`config.mk`:
```
export PLATFORM = sky130hd
export DESIGN_NAME = symmetric_int8_quantizer_top
export DESIGN_NICKNAME = d
export VERILOG_FILES = /design/src/rtl/siq_pkg.sv /design/src/rtl/siq_div.sv /design/src/rtl/symmetric_int8_quantizer_top.sv
export VERILOG_INCLUDE_DIRS = /design/src /design/src/rtl
export SDC_FILE = /design/constraint.sdc
export NUM_CORES = 2
export LEC_CHECK = 0
export BUFFER_PORTS_ARGS = -buffer_cell sky130_fd_sc_hd__buf_2
export CAP_MARGIN = 10
export CORE_ASPECT_RATIO = 0.9
export CORE_UTILIZATION = 45
export DETAILED_ROUTE_END_ITERATION = 10
export PLACE_DENSITY = 0.68
export SYNTH_ARGS = -nofsm -noshare
export SYNTH_HDL_FRONTEND = slang
export SYNTH_SLANG_ARGS = --single-unit
```
`constraint.sdc`:
```
create_clock -name clk -period 7.27 [get_ports clk]
set_input_delay 0.727 -clock clk [delete_from_list [all_inputs] [get_ports clk]]
set_output_delay 0.727 -clock clk [all_outputs]
set_load 0.02 [all_outputs]
```
`src/rtl/symmetric_int8_quantizer_top_macros.svh`:
```
// Assertion macros for the symmetric int8 quantizer.
// Included by symmetric_int8_quantizer_top.sv; expects clk and rst_n in scope.
`ifndef SYMMETRIC_INT8_QUANTIZER_TOP_MACROS_SVH
`define SYMMETRIC_INT8_QUANTIZER_TOP_MACROS_SVH
`ifndef SYNTHESIS
`define SIQ_ASSERT_NOW(label, ante, cons) \
  label: assert property (@(posedge clk) disable iff (!rst_n) (ante) |-> (cons)) \
    else $error("siq assertion failed");
`define SIQ_ASSERT_NEXT(label, ante, cons) \
  label: assert property (@(posedge clk) disable iff (!rst_n) (ante) |=> (cons)) \
    else $error("siq assertion failed");
`else
`define SIQ_ASSERT_NOW(label, ante, cons)
`define SIQ_ASSERT_NEXT(label, ante, cons)
`endif
`endif

```
`src/rtl/siq_pkg.sv`:
```
// Shared types and constants for the symmetric int8 quantizer.
// No dependencies; used by siq_div and the top level.
`timescale 1ns / 1ps
package siq_pkg;

  localparam int SAMPLE_W  = 32;
  localparam int Q_W       = 8;
  localparam int QMAG_W    = 7;
  localparam int DIV_STEPS = 8;   // quotient never exceeds 8 bits
  localparam int NUM_W     = 40;  // holds 255 * 2^31 and (2 * 2^31) << 7

  localparam logic [QMAG_W-1:0] QMAX = 7'd127;

  typedef enum logic [4:0] {
    ST_IDLE = 5'b00001,
    ST_READ = 5'b00010,
    ST_MAG  = 5'b00100,
    ST_DIV  = 5'b01000,
    ST_OUT  = 5'b10000
  } state_t;

  typedef struct packed {
    logic                go;
    logic [SAMPLE_W-1:0] mag;
    logic [SAMPLE_W-1:0] maxv;
  } div_req_t;

  typedef struct packed {
    logic              done;
    logic [QMAG_W-1:0] quo;
  } div_rsp_t;

endpackage

```
`src/rtl/siq_div.sv`:
```
// Shared restoring divider: |q| = floor((254*mag + max) / (2*max)), clamped to 127.
// One quotient bit per cycle after a load cycle. Depends on siq_pkg.
`timescale 1ns / 1ps
module siq_div
  import siq_pkg::*;
(
  input  logic     clk,
  input  logic     rst_n,
  input  div_req_t req,
  output div_rsp_t rsp
);

  localparam int CNT_W = $clog2(DIV_STEPS);
  localparam logic [CNT_W-1:0] STEP_LAST = CNT_W'(DIV_STEPS - 1);

  logic             run_r;
  logic             done_r;
  logic [CNT_W-1:0] cnt_r;
  logic [NUM_W-1:0] rem_r;
  logic [NUM_W-1:0] den_r;
  logic [Q_W-1:0]   quo_r;
  logic             zero_r;

  logic [NUM_W-1:0] mag_ext;
  logic [NUM_W-1:0] max_ext;
  logic [NUM_W-1:0] num;
  logic             fits;

  // 254*mag = (mag << 8) - (mag << 1)
  assign mag_ext = NUM_W'(req.mag);
  assign max_ext = NUM_W'(req.maxv);
  assign num     = (mag_ext << 8) - (mag_ext << 1) + max_ext;
  assign fits    = rem_r >= den_r;

  always_ff @(posedge clk) begin
    if (!rst_n) begin
      run_r  <= 1'b0;
      done_r <= 1'b0;
      cnt_r  <= '0;
    end else begin
      done_r <= 1'b0;
      if (req.go) begin
        run_r <= 1'b1;
        cnt_r <= '0;
      end else if (run_r) begin
        cnt_r <= cnt_r + CNT_W'(1);
        if (cnt_r == STEP_LAST) begin
          run_r  <= 1'b0;
          done_r <= 1'b1;
        end
      end
    end
  end

  always_ff @(posedge clk) begin
    if (req.go) begin
      rem_r  <= num;
      den_r  <= max_ext << (DIV_STEPS);  // (2*max) << (steps-1)
      quo_r  <= '0;
      zero_r <= (req.maxv == '0);
    end else if (run_r) begin
      if (fits) begin
        rem_r <= rem_r - den_r;
      end
      quo_r <= {quo_r[Q_W-2:0], fits};
      den_r <= den_r >> 1;
    end
  end

  assign rsp.done = done_r;
  assign rsp.quo  = zero_r ? '0 : (quo_r[Q_W-1] ? QMAX : quo_r[QMAG_W-1:0]);

endmodule

```
`src/rtl/symmetric_int8_quantizer_top.sv`:
```
// Symmetric int8 per-tensor quantizer, top level.
// Depends on siq_pkg, siq_div and symmetric_int8_quantizer_top_macros.svh.
//
// Input: an item (in_sample, Q16.16 signed, and in_end_of_burst) is taken at a
// rising edge where start is high and busy is low. Items of a burst are stored
// one per cycle while the block tracks the largest magnitude.
// An item with in_end_of_burst set closes the burst; an item that arrives with
// the store full is dropped and closes the burst as well.
// Output: after a burst closes, one item per stored sample leaves in arrival
// order, each shown for one cycle with out_valid high. out_quantized is
// round(v*127/max), half away from zero; out_max_magnitude carries max and
// out_final_result marks the last item of the burst.
// Sequencing: each output item passes through a store read, a magnitude
// state that loads the shared divider, one quotient bit per cycle, a wait for
// the divider's done flag, then the output register. busy stays high while a
// burst drains. The receiver cannot stall: out_valid is a one-cycle strobe.
// Reset clears the fill count, running maximum and sequencer; the sample
// store is not cleared since only written entries are read.
`timescale 1ns / 1ps
`include "symmetric_int8_quantizer_top_macros.svh"
module symmetric_int8_quantizer_top
  import siq_pkg::*;
#(
  parameter int BURST_DEPTH = 64
) (
  input  logic                clk,
  input  logic                rst_n,
  input  logic                start,
  output logic                busy,
  input  logic [SAMPLE_W-1:0] in_sample,
  input  logic                in_end_of_burst,
  output logic                out_valid,
  output logic [Q_W-1:0]      out_quantized,
  output logic [SAMPLE_W-1:0] out_max_magnitude,
  output logic                out_final_result
);

  localparam int AW = (BURST_DEPTH > 1) ? $clog2(BURST_DEPTH) : 1;
  localparam int FW = $clog2(BURST_DEPTH + 1);
  localparam logic [FW-1:0] FULL = FW'(BURST_DEPTH);

  state_t              state_r, state_nxt;
  logic [FW-1:0]       fill_r, fill_nxt;
  logic [SAMPLE_W-1:0] max_r, max_nxt;
  logic [AW-1:0]       idx_r, idx_nxt;
  logic                out_valid_r, out_valid_nxt;
  logic                out_final_r, out_final_nxt;
  logic [Q_W-1:0]      out_q_r;
  logic [SAMPLE_W-1:0] out_max_r;
  logic                neg_r;

  logic [SAMPLE_W-1:0] mem [BURST_DEPTH];
  logic [SAMPLE_W-1:0] rd_data_r;

  logic                accept;
  logic                full;
  logic                do_store;
  logic [SAMPLE_W-1:0] in_mag;
  logic [SAMPLE_W-1:0] rd_mag;
  logic                last_idx;
  logic [Q_W-1:0]      q_mag;
  div_req_t            div_req;
  div_rsp_t            div_rsp;

  assign accept   = start && !busy;
  assign full     = (fill_r == FULL);
  assign do_store = accept && !full;
  assign in_mag   = in_sample[SAMPLE_W-1] ? (~in_sample + SAMPLE_W'(1)) : in_sample;
  assign rd_mag   = rd_data_r[SAMPLE_W-1] ? (~rd_data_r + SAMPLE_W'(1)) : rd_data_r;
  assign last_idx = ((FW'(idx_r) + FW'(1)) == fill_r);
  assign q_mag    = {1'b0, div_rsp.quo};

  assign div_req.go   = (state_r == ST_MAG);
  assign div_req.mag  = rd_mag;
  assign div_req.maxv = max_r;

  siq_div u_div (
    .clk   (clk),
    .rst_n (rst_n),
    .req   (div_req),
    .rsp   (div_rsp)
  );

  // sample store: one write port, one registered read port
  always_ff @(posedge clk) begin
    if (do_store) begin
      mem[fill_r[AW-1:0]] <= in_sample;
    end
    rd_data_r <= mem[idx_r];
  end

  always_comb begin
    state_nxt     = state_r;
    fill_nxt      = fill_r;
    max_nxt       = max_r;
    idx_nxt       = idx_r;
    out_valid_nxt = 1'b0;
    out_final_nxt = out_final_r;
    unique case (state_r)
      ST_IDLE: begin
        if (accept) begin
          idx_nxt = '0;
          if (full) begin
            state_nxt = ST_READ;
          end else begin
            fill_nxt = fill_r + FW'(1);
            if (in_mag > max_r) begin
              max_nxt = in_mag;
            end
            if (in_end_of_burst) begin
              state_nxt = ST_READ;
            end
          end
        end
      end
      ST_READ: state_nxt = ST_MAG;
      ST_MAG:  state_nxt = ST_DIV;
      ST_DIV: begin
        if (div_rsp.done) begin
          state_nxt = ST_OUT;
        end
      end
      ST_OUT: begin
        out_valid_nxt = 1'b1;
        out_final_nxt = last_idx;
        if (last_idx) begin
          state_nxt = ST_IDLE;
          fill_nxt  = '0;
          max_nxt   = '0;
        end else begin
          state_nxt = ST_READ;
          idx_nxt   = idx_r + AW'(1);
        end
      end
      default: state_nxt = ST_IDLE;
    endcase
  end

  always_ff @(posedge clk) begin
    if (!rst_n) begin
      state_r     <= ST_IDLE;
      fill_r      <= '0;
      max_r       <= '0;
      idx_r       <= '0;
      out_valid_r <= 1'b0;
      out_final_r <= 1'b0;
    end else begin
      state_r     <= state_nxt;
      fill_r      <= fill_nxt;
      max_r       <= max_nxt;
      idx_r       <= idx_nxt;
      out_valid_r <= out_valid_nxt;
      out_final_r <= out_final_nxt;
    end
  end

  always_ff @(posedge clk) begin
    if (state_r == ST_MAG) begin
      neg_r <= rd_data_r[SAMPLE_W-1];
    end
    if (state_r == ST_OUT) begin
      out_q_r   <= neg_r ? (~q_mag + Q_W'(1)) : q_mag;
      out_max_r <= max_r;
    end
  end

  assign busy              = (state_r != ST_IDLE);
  assign out_valid         = out_valid_r;
  assign out_quantized     = out_q_r;
  assign out_max_magnitude = out_max_r;
  assign out_final_result  = out_final_r;

  `SIQ_ASSERT_NOW(a_fill_bound, 1'b1, fill_r <= FULL)
  `SIQ_ASSERT_NOW(a_final_clears, out_valid_r && out_final_r, state_r == ST_IDLE && fill_r == '0 && max_r == '0)
  `SIQ_ASSERT_NOW(a_more_follows, out_valid_r && !out_final_r, state_r == ST_READ)
  `SIQ_ASSERT_NOW(a_zero_max, out_valid_r && out_max_r == '0, out_q_r == '0)
  `SIQ_ASSERT_NEXT(a_div_done, state_r == ST_DIV && div_rsp.done, state_r == ST_OUT)

endmodule
```
* Word-level counts from Yosys, hierarchy flattened
Memory sizes are Yosys's and may differ from the RTL's. A register that Yosys moved wholly into a read port is not among the register bits.
Index checks and enable logic that the tools add are counted.
** Cells by class
- Multiplexer cells :: 35
- Bitwise logic cells :: 5
- Order comparisons :: 2
- Add/sub/neg operators :: 10
- Eq/ne operators :: 16
- Reductions and logical operators :: 15
** Operators by type and width (count)
- 40-bit 2-to-1 mux :: 5
- 32-bit 2-to-1 mux :: 6
- 32-bit by 1-bit adder with 32-bit output (second input constant) :: 2
- 32-bit inverter :: 2
- 32-bit one-hot mux with 2 select lines :: 1
- 7-bit 2-to-1 mux :: 6
- 40-bit by 32-bit adder with 40-bit output :: 1
- 40-bit >= comparator :: 1
- 40-bit by 33-bit subtractor with 40-bit output :: 1
- 40-bit subtractor :: 1
- 32-bit greater-than comparator :: 1
- 32-bit logical NOT :: 1
- 5-bit one-hot mux with 5 select lines :: 1
- 5-bit 2-to-1 mux :: 4
- 7-bit one-hot mux with 2 select lines :: 1
- 6-bit 2-to-1 mux :: 2
- 6-bit one-hot mux with 2 select lines :: 1
- 2-bit inequality test (second input constant) :: 5
- 8-bit by 1-bit adder with 8-bit output (second input constant) :: 1
- 7-bit inverter with 8-bit output :: 1
- 6-bit by 1-bit adder with 7-bit output (second input constant) :: 1
- 7-bit by 1-bit adder with 7-bit output (second input constant) :: 1
- 7-bit == test :: 1
- 7-bit == test (second input constant) :: 1
- 23 further kinds :: 35
** Storage, ports and cells
- Register bits after elaboration :: 187
- Bits in writable memories :: 2048
- Memories kept :: 1
- Output and inout bits :: 43
- Word-level logic and storage cells :: 102
** Memories
- mem :: depth 64, bits a word 32, rd ports 1, clocked after Yosys merged registers in 1, wr ports 1, line symmetric_int8_quantizer_top.sv:52 : logic [SAMPLE_W-1:0] mem [BURST_DEPTH];

* Longest topological paths before layout
- Depth after elaboration :: 8
- Depth in mapped cells :: 20

* Modules after synthesis
From an unflattened synthesis, not the netlist that was laid out.
** Unflattened totals
- Cells, all modules :: 4805
- Area, all modules :: 93509.7 um^2
** By module, submodules not included
- symmetric_int8_quantizer_top :: times used 1, cells each 3682, area each 84198.3 um^2
- siq_div :: times used 1, cells each 1123, area each 9311.4 um^2

* Worst setup path before layout
OpenSTA, ideal clock, no wires.
- Path type :: reg2reg
- From :: reg u_div.den_r[27]
- To :: reg u_div.rem_r[0] (enable)
- Arrival :: 5.020 ns
- Path buffers :: 1
- Cell stages (with the launch flop) :: 10
- Path slack :: 1.757 ns
- Required time :: 6.777 ns
- Clock period less this slack :: 5.513 ns
- Cell sequence :: edfxtp_1 inv_1 ha_1 clkbuf_1 nand4_1 or4_1 o221ai_1 o211a_1 nor4_1 o21ai_0
** Between the ends
- Longest elaborated chain between the ends :: 3
** RTL lines
- start, declared :: line siq_div.sv:20 : logic [NUM_W-1:0] den_r;
- start signal, assigned :: line siq_div.sv:58 : den_r <= max_ext << (DIV_STEPS);
- start signal, assigned :: line siq_div.sv:66 : den_r <= den_r >> 1;
- 40-bit >= comparator :: line siq_div.sv:33 : assign fits = rem_r >= den_r;
- 2-bit nonzero test (no source line)
- 2-bit AND reduction (no source line)
- end signal, assigned :: line siq_div.sv:57 : rem_r <= num;
- end signal, assigned :: line siq_div.sv:63 : rem_r <= rem_r - den_r;
- end, declared :: line siq_div.sv:19 : logic [NUM_W-1:0] rem_r;
Every way passes these cells.
A chain may end at the register's enable or synchronous reset.

* Worst setup path in the final report
- From :: reg rd_data_r[0] (read register of mem)
- To :: reg u_div.rem_r[36] (data pin)
** Between the ends
- Longest elaborated chain between the ends :: 6
** RTL lines
- start, declared :: line symmetric_int8_quantizer_top.sv:53 : logic [SAMPLE_W-1:0] rd_data_r;
- 32-bit inverter :: line symmetric_int8_quantizer_top.sv:69 : assign rd_mag = rd_data_r[SAMPLE_W-1] ? (~rd_data_r + SAMPLE_W'(1)) : rd_data_r;
- 32-bit by 1-bit adder with 32-bit output :: line symmetric_int8_quantizer_top.sv:69
- 32-bit 2-to-1 mux * :: line symmetric_int8_quantizer_top.sv:69
- 40-bit by 33-bit subtractor with 40-bit output * :: line siq_div.sv:32 : assign num = (mag_ext << 8) - (mag_ext << 1) + max_ext;
- 40-bit by 32-bit adder with 40-bit output * :: line siq_div.sv:32
- 40-bit 2-to-1 mux * :: line siq_div.sv:56 : if (req.go) begin
Mark *: on every way between the ends. The rest lies on a longest branch, timed or not.

==> results.md <==
- Outcome: finished, final reports clean
- Arrival time worst endpoint: 6.29 ns
- Post-CTS Setup Inserts: 0
- # setup viols final: 0
- Total gr overflow: 0
- Area growth syn-to-layout: 12.5%
- Min Tclk post-route: 5.73 ns
- Setup CP Type: reg2reg
- Hold Fails Final Rpt: 0
- Worst-path clk slew: 0.06 ns
- Drt pass-1 iters: 6
- Cts repair resizes: 0
- Worst rel slew slack: 17.0%
- Hold Path End: mem[29][3]$_DFFE_PP_
- Commonest cells post-synth: edfxtp_1, mux4_2, nand2_1
- Initial detailed-routing violation count: 5744
- Clock tree buffer depth: 3
- Gr usage total: 22.9%
- Area of the mapped netlist: 0.0931 mm2
- Hold Path Cell Cnt: 1
- R2R Setup Slk: 1.54 ns
- First-pass GRT wire length: 340 mm
- Starting density of the core: 45.5%
- Final Max Tran Viols: 0
- Worst slew pin tran: 1.24 ns
- Critical Path Fanout Max: 6
- Switching Share: 24.2%
- Worst vdd ir: 0.298 mV
- Cell-internal power: 21700 uW
- Routed wire length: 238 mm
- Sink count of the clock tree: 2267
- Cts bufs inserted: 211
- Startpoint type of the worst setup path: register
- Syn avg cell area: 19.7 um2
- Final HPWL DP: 142 mm
- DR DRC count: 0
- Flop pwr share: 50.9%
- Core ar.: 0.204 mm2
- Placed cells: 7428
- Sequential cell area fraction in the yosys report: 72.0%
- Main flop type after synthesis: edfxtp_1
- DR WL/cell: 30.4 um
- CP cell instances: inv_1, nand2_1, or4_1, nor2_1, nand2_1, o31ai_1, xnor2_1, inv_1, fa_1, ha_1, a21oi_1, nand2_1, a221o_1, and3_1, o21ai_0, a21oi_1, o311ai_0, nand3_1, a31o_2
- Post-Layout Cell Count: 7826
- FMAX: 0.175 GHz
- Share of cells above drive strength 1: 25.3%
- Final net count: 5125
- Syn Nets: 4909
- Nature of the critical path endpoint: register
- Required time of the critical path: 7.83 ns
- Util after Layout: 51.2%
- Post-Syn Instances: 4722
- Final setup margin: 1.54 ns
- Clock Power Share: 38.8%
- Total die area: 0.209 mm2
- RSZ-0062 raised after global routing: false
- Post-synth EDFFs: 2162
- Vias/cell: 6.07
- PD cells: 273 mW/mm2
- Critical path's most frequent cell: nand2_1
- Max Cap Viol: 0
- Yosys warns: 0
- Root buf cell: clkbuf_16
- Worst path buffer plus inverter count: 2
- Yosys cell types: 71
- Vias in the first global route: 47100
- H-tree depth: 4
- Die W: 481 um
- Most frequent cell after synthesis: edfxtp_1
- Clock latency on the worst-skew pair: 0.87 ns
- Clk_skew: 0.0739 ns
- CP max stage delay: 0.49 ns
- Switching power total: 6910 uW
- Setup_tns: 0 ns
- Gp weighted congestion: 0.885
- Chip height: 433 um
- CTS tree: done
- FF+latch count, synth: 2267
- ANT nets after route: 0
- Final worst path period share: 78.8%
- Routed vias: 47500
- Synth area leaders: edfxtp_1, mux4_2, dfxtp_1
- HP Start: in_sample[3]
- Placed Instance Area: 0.0977 mm2
- Initial antenna violation count: 28
- HP Class: in2reg
- Num ports: 79
- Delay-heaviest family, CP: compound AO/OA/AOI/OAI gates
- Post-Place Worst Slack: 1.44 ns
- Fillers: 15800
- # rows: 157
- FF-to-FF End: u_div.rem_r[36]$_DFFE_PP_
- Reg2Reg Depth: 19
- Yosys top cell area share: 69.8%
- Largest net degree at the start of global routing: 137
- Cell taking the most area after synthesis: edfxtp_1
- IO buf count: 78
- Combinational power share: 10.3%
- CTS Hold Bufs: 0
- R2R Path Start: rd_data_r[0]$_DFF_P_
- Fin area: 0.105 mm2
- Leakage: 0.0325 uW
- Asr flop ratio synth: 0%
- Crit-path slowest cell: o311ai_0
metal layers:
metal  global-route usage [%]  routed length [um]
met5                        0                  98
met4                     6.05                6750
met3                     5.87               25100
met2                     35.2              109000
met1                     32.7               96900
power groups by stage:
stage                     Clock [uW]  Sequential, uW  Combinational [uW]
after floorplan                    0           14800                1910
final                          11100           14600                2940
after detailed placement           0           14900                2860
after CTS                      11200           14600                2880
after global routing           11700           14600                3200
after global placement             0           14800                2840
cell families after synthesis:
kind of cell | share of synthesized area (%)
buffers and inverters | 1.46
and+or+nand+nor | 3.28
adders and majority gates | 2.24
DFF | 72.0
muxes | 16.8
AOI/OAI and AO/OA | 2.83
xor gates and xnor gates | 1.32
how the worst max path moves through the flow:
stage,start,end,slack (ns),depth (start not counted)
finish,rd_data_r[0]$_DFF_P_,u_div.rem_r[36]$_DFFE_PP_,1.54,19
global route,rd_data_r[0]$_DFF_P_,u_div.rem_r[36]$_DFFE_PP_,1.09,19
CTS,rd_data_r[0]$_DFF_P_,u_div.rem_r[36]$_DFFE_PP_,1.57,19
detailed placement,in_sample[1],max_r[12]$_SDFFE_PN0P_,1.44,20
global placement,in_sample[1],max_r[10]$_SDFFE_PN0P_,1.45,20
floorplan,u_div.den_r[27]$_DFFE_PP_,u_div.rem_r[0]$_DFFE_PP_,1.76,9
stage by stage:
step	total power (uW)	hold slack [ns]
CTS	28700	0.0759
detailed placement	17700	0.498
finish	28600	0.126
global route	29500	0.101
global placement	17700	0.479
floorplan	16700	0.452
area by class of cell:
| cell class | instances | area (um2) | area share, % |
|---|---|---|---|
| clock buffers | 259 | 5600 | 5.35 |
| flip-flops and latches | 2267 | 67000 | 64.0 |
| inverters | 138 | 518 | 0.495 |
| clock inverters | 129 | 1360 | 1.30 |
| diodes | 10 | 25.0 | 0.0239 |
| repair buffers | 224 | 1590 | 1.52 |
| multi-input cells | 2096 | 25200 | 24.1 |
| well taps | 2703 | 3380 | 3.23 |
placed cells by master (no fill, tap or decap), types with 10 or more instances in the layout:
cell type / instances
o211ai_1: 11
clkbuf_16: 217
clkbuf_1: 41
o21bai_1: 17
a21o_1: 42
nor2_4: 64
a21oi_1: 113
edfxtp_1: 2162
o21a_1: 10
xnor2_1: 92
inv_1: 136
mux4_2: 656
nor3_1: 28
ha_1: 125
and2_1: 18
o41ai_1: 12
nand2_1: 191
nor2b_1: 17
clkinvlp_4: 10
dfxtp_1: 98
nor2_1: 115
a31oi_1: 12
fa_1: 26
xor2_1: 46
nor4_1: 21
nand4_1: 29
o21ai_0: 122
buf_4: 138
or4_1: 16
bufinv_16: 21
mux2_2: 16
clkinv_2: 41
a21boi_0: 10
clkinv_1: 41
o31ai_1: 22
nand3_1: 67
buf_2: 78
mux2i_1: 72
diode_2: 10
nand2b_1: 27
registers in the layout, indices dropped and copies added, names as in the netlist, 7 cells and up:
register           cells
fill_r                 7
max_r                 32
mem                 2048
out_max_magnitude     32
out_quantized          8
rd_data_r             32
u_div.den_r           40
u_div.quo_r            8
u_div.rem_r           40
Power figures use the tool's default switching activity.
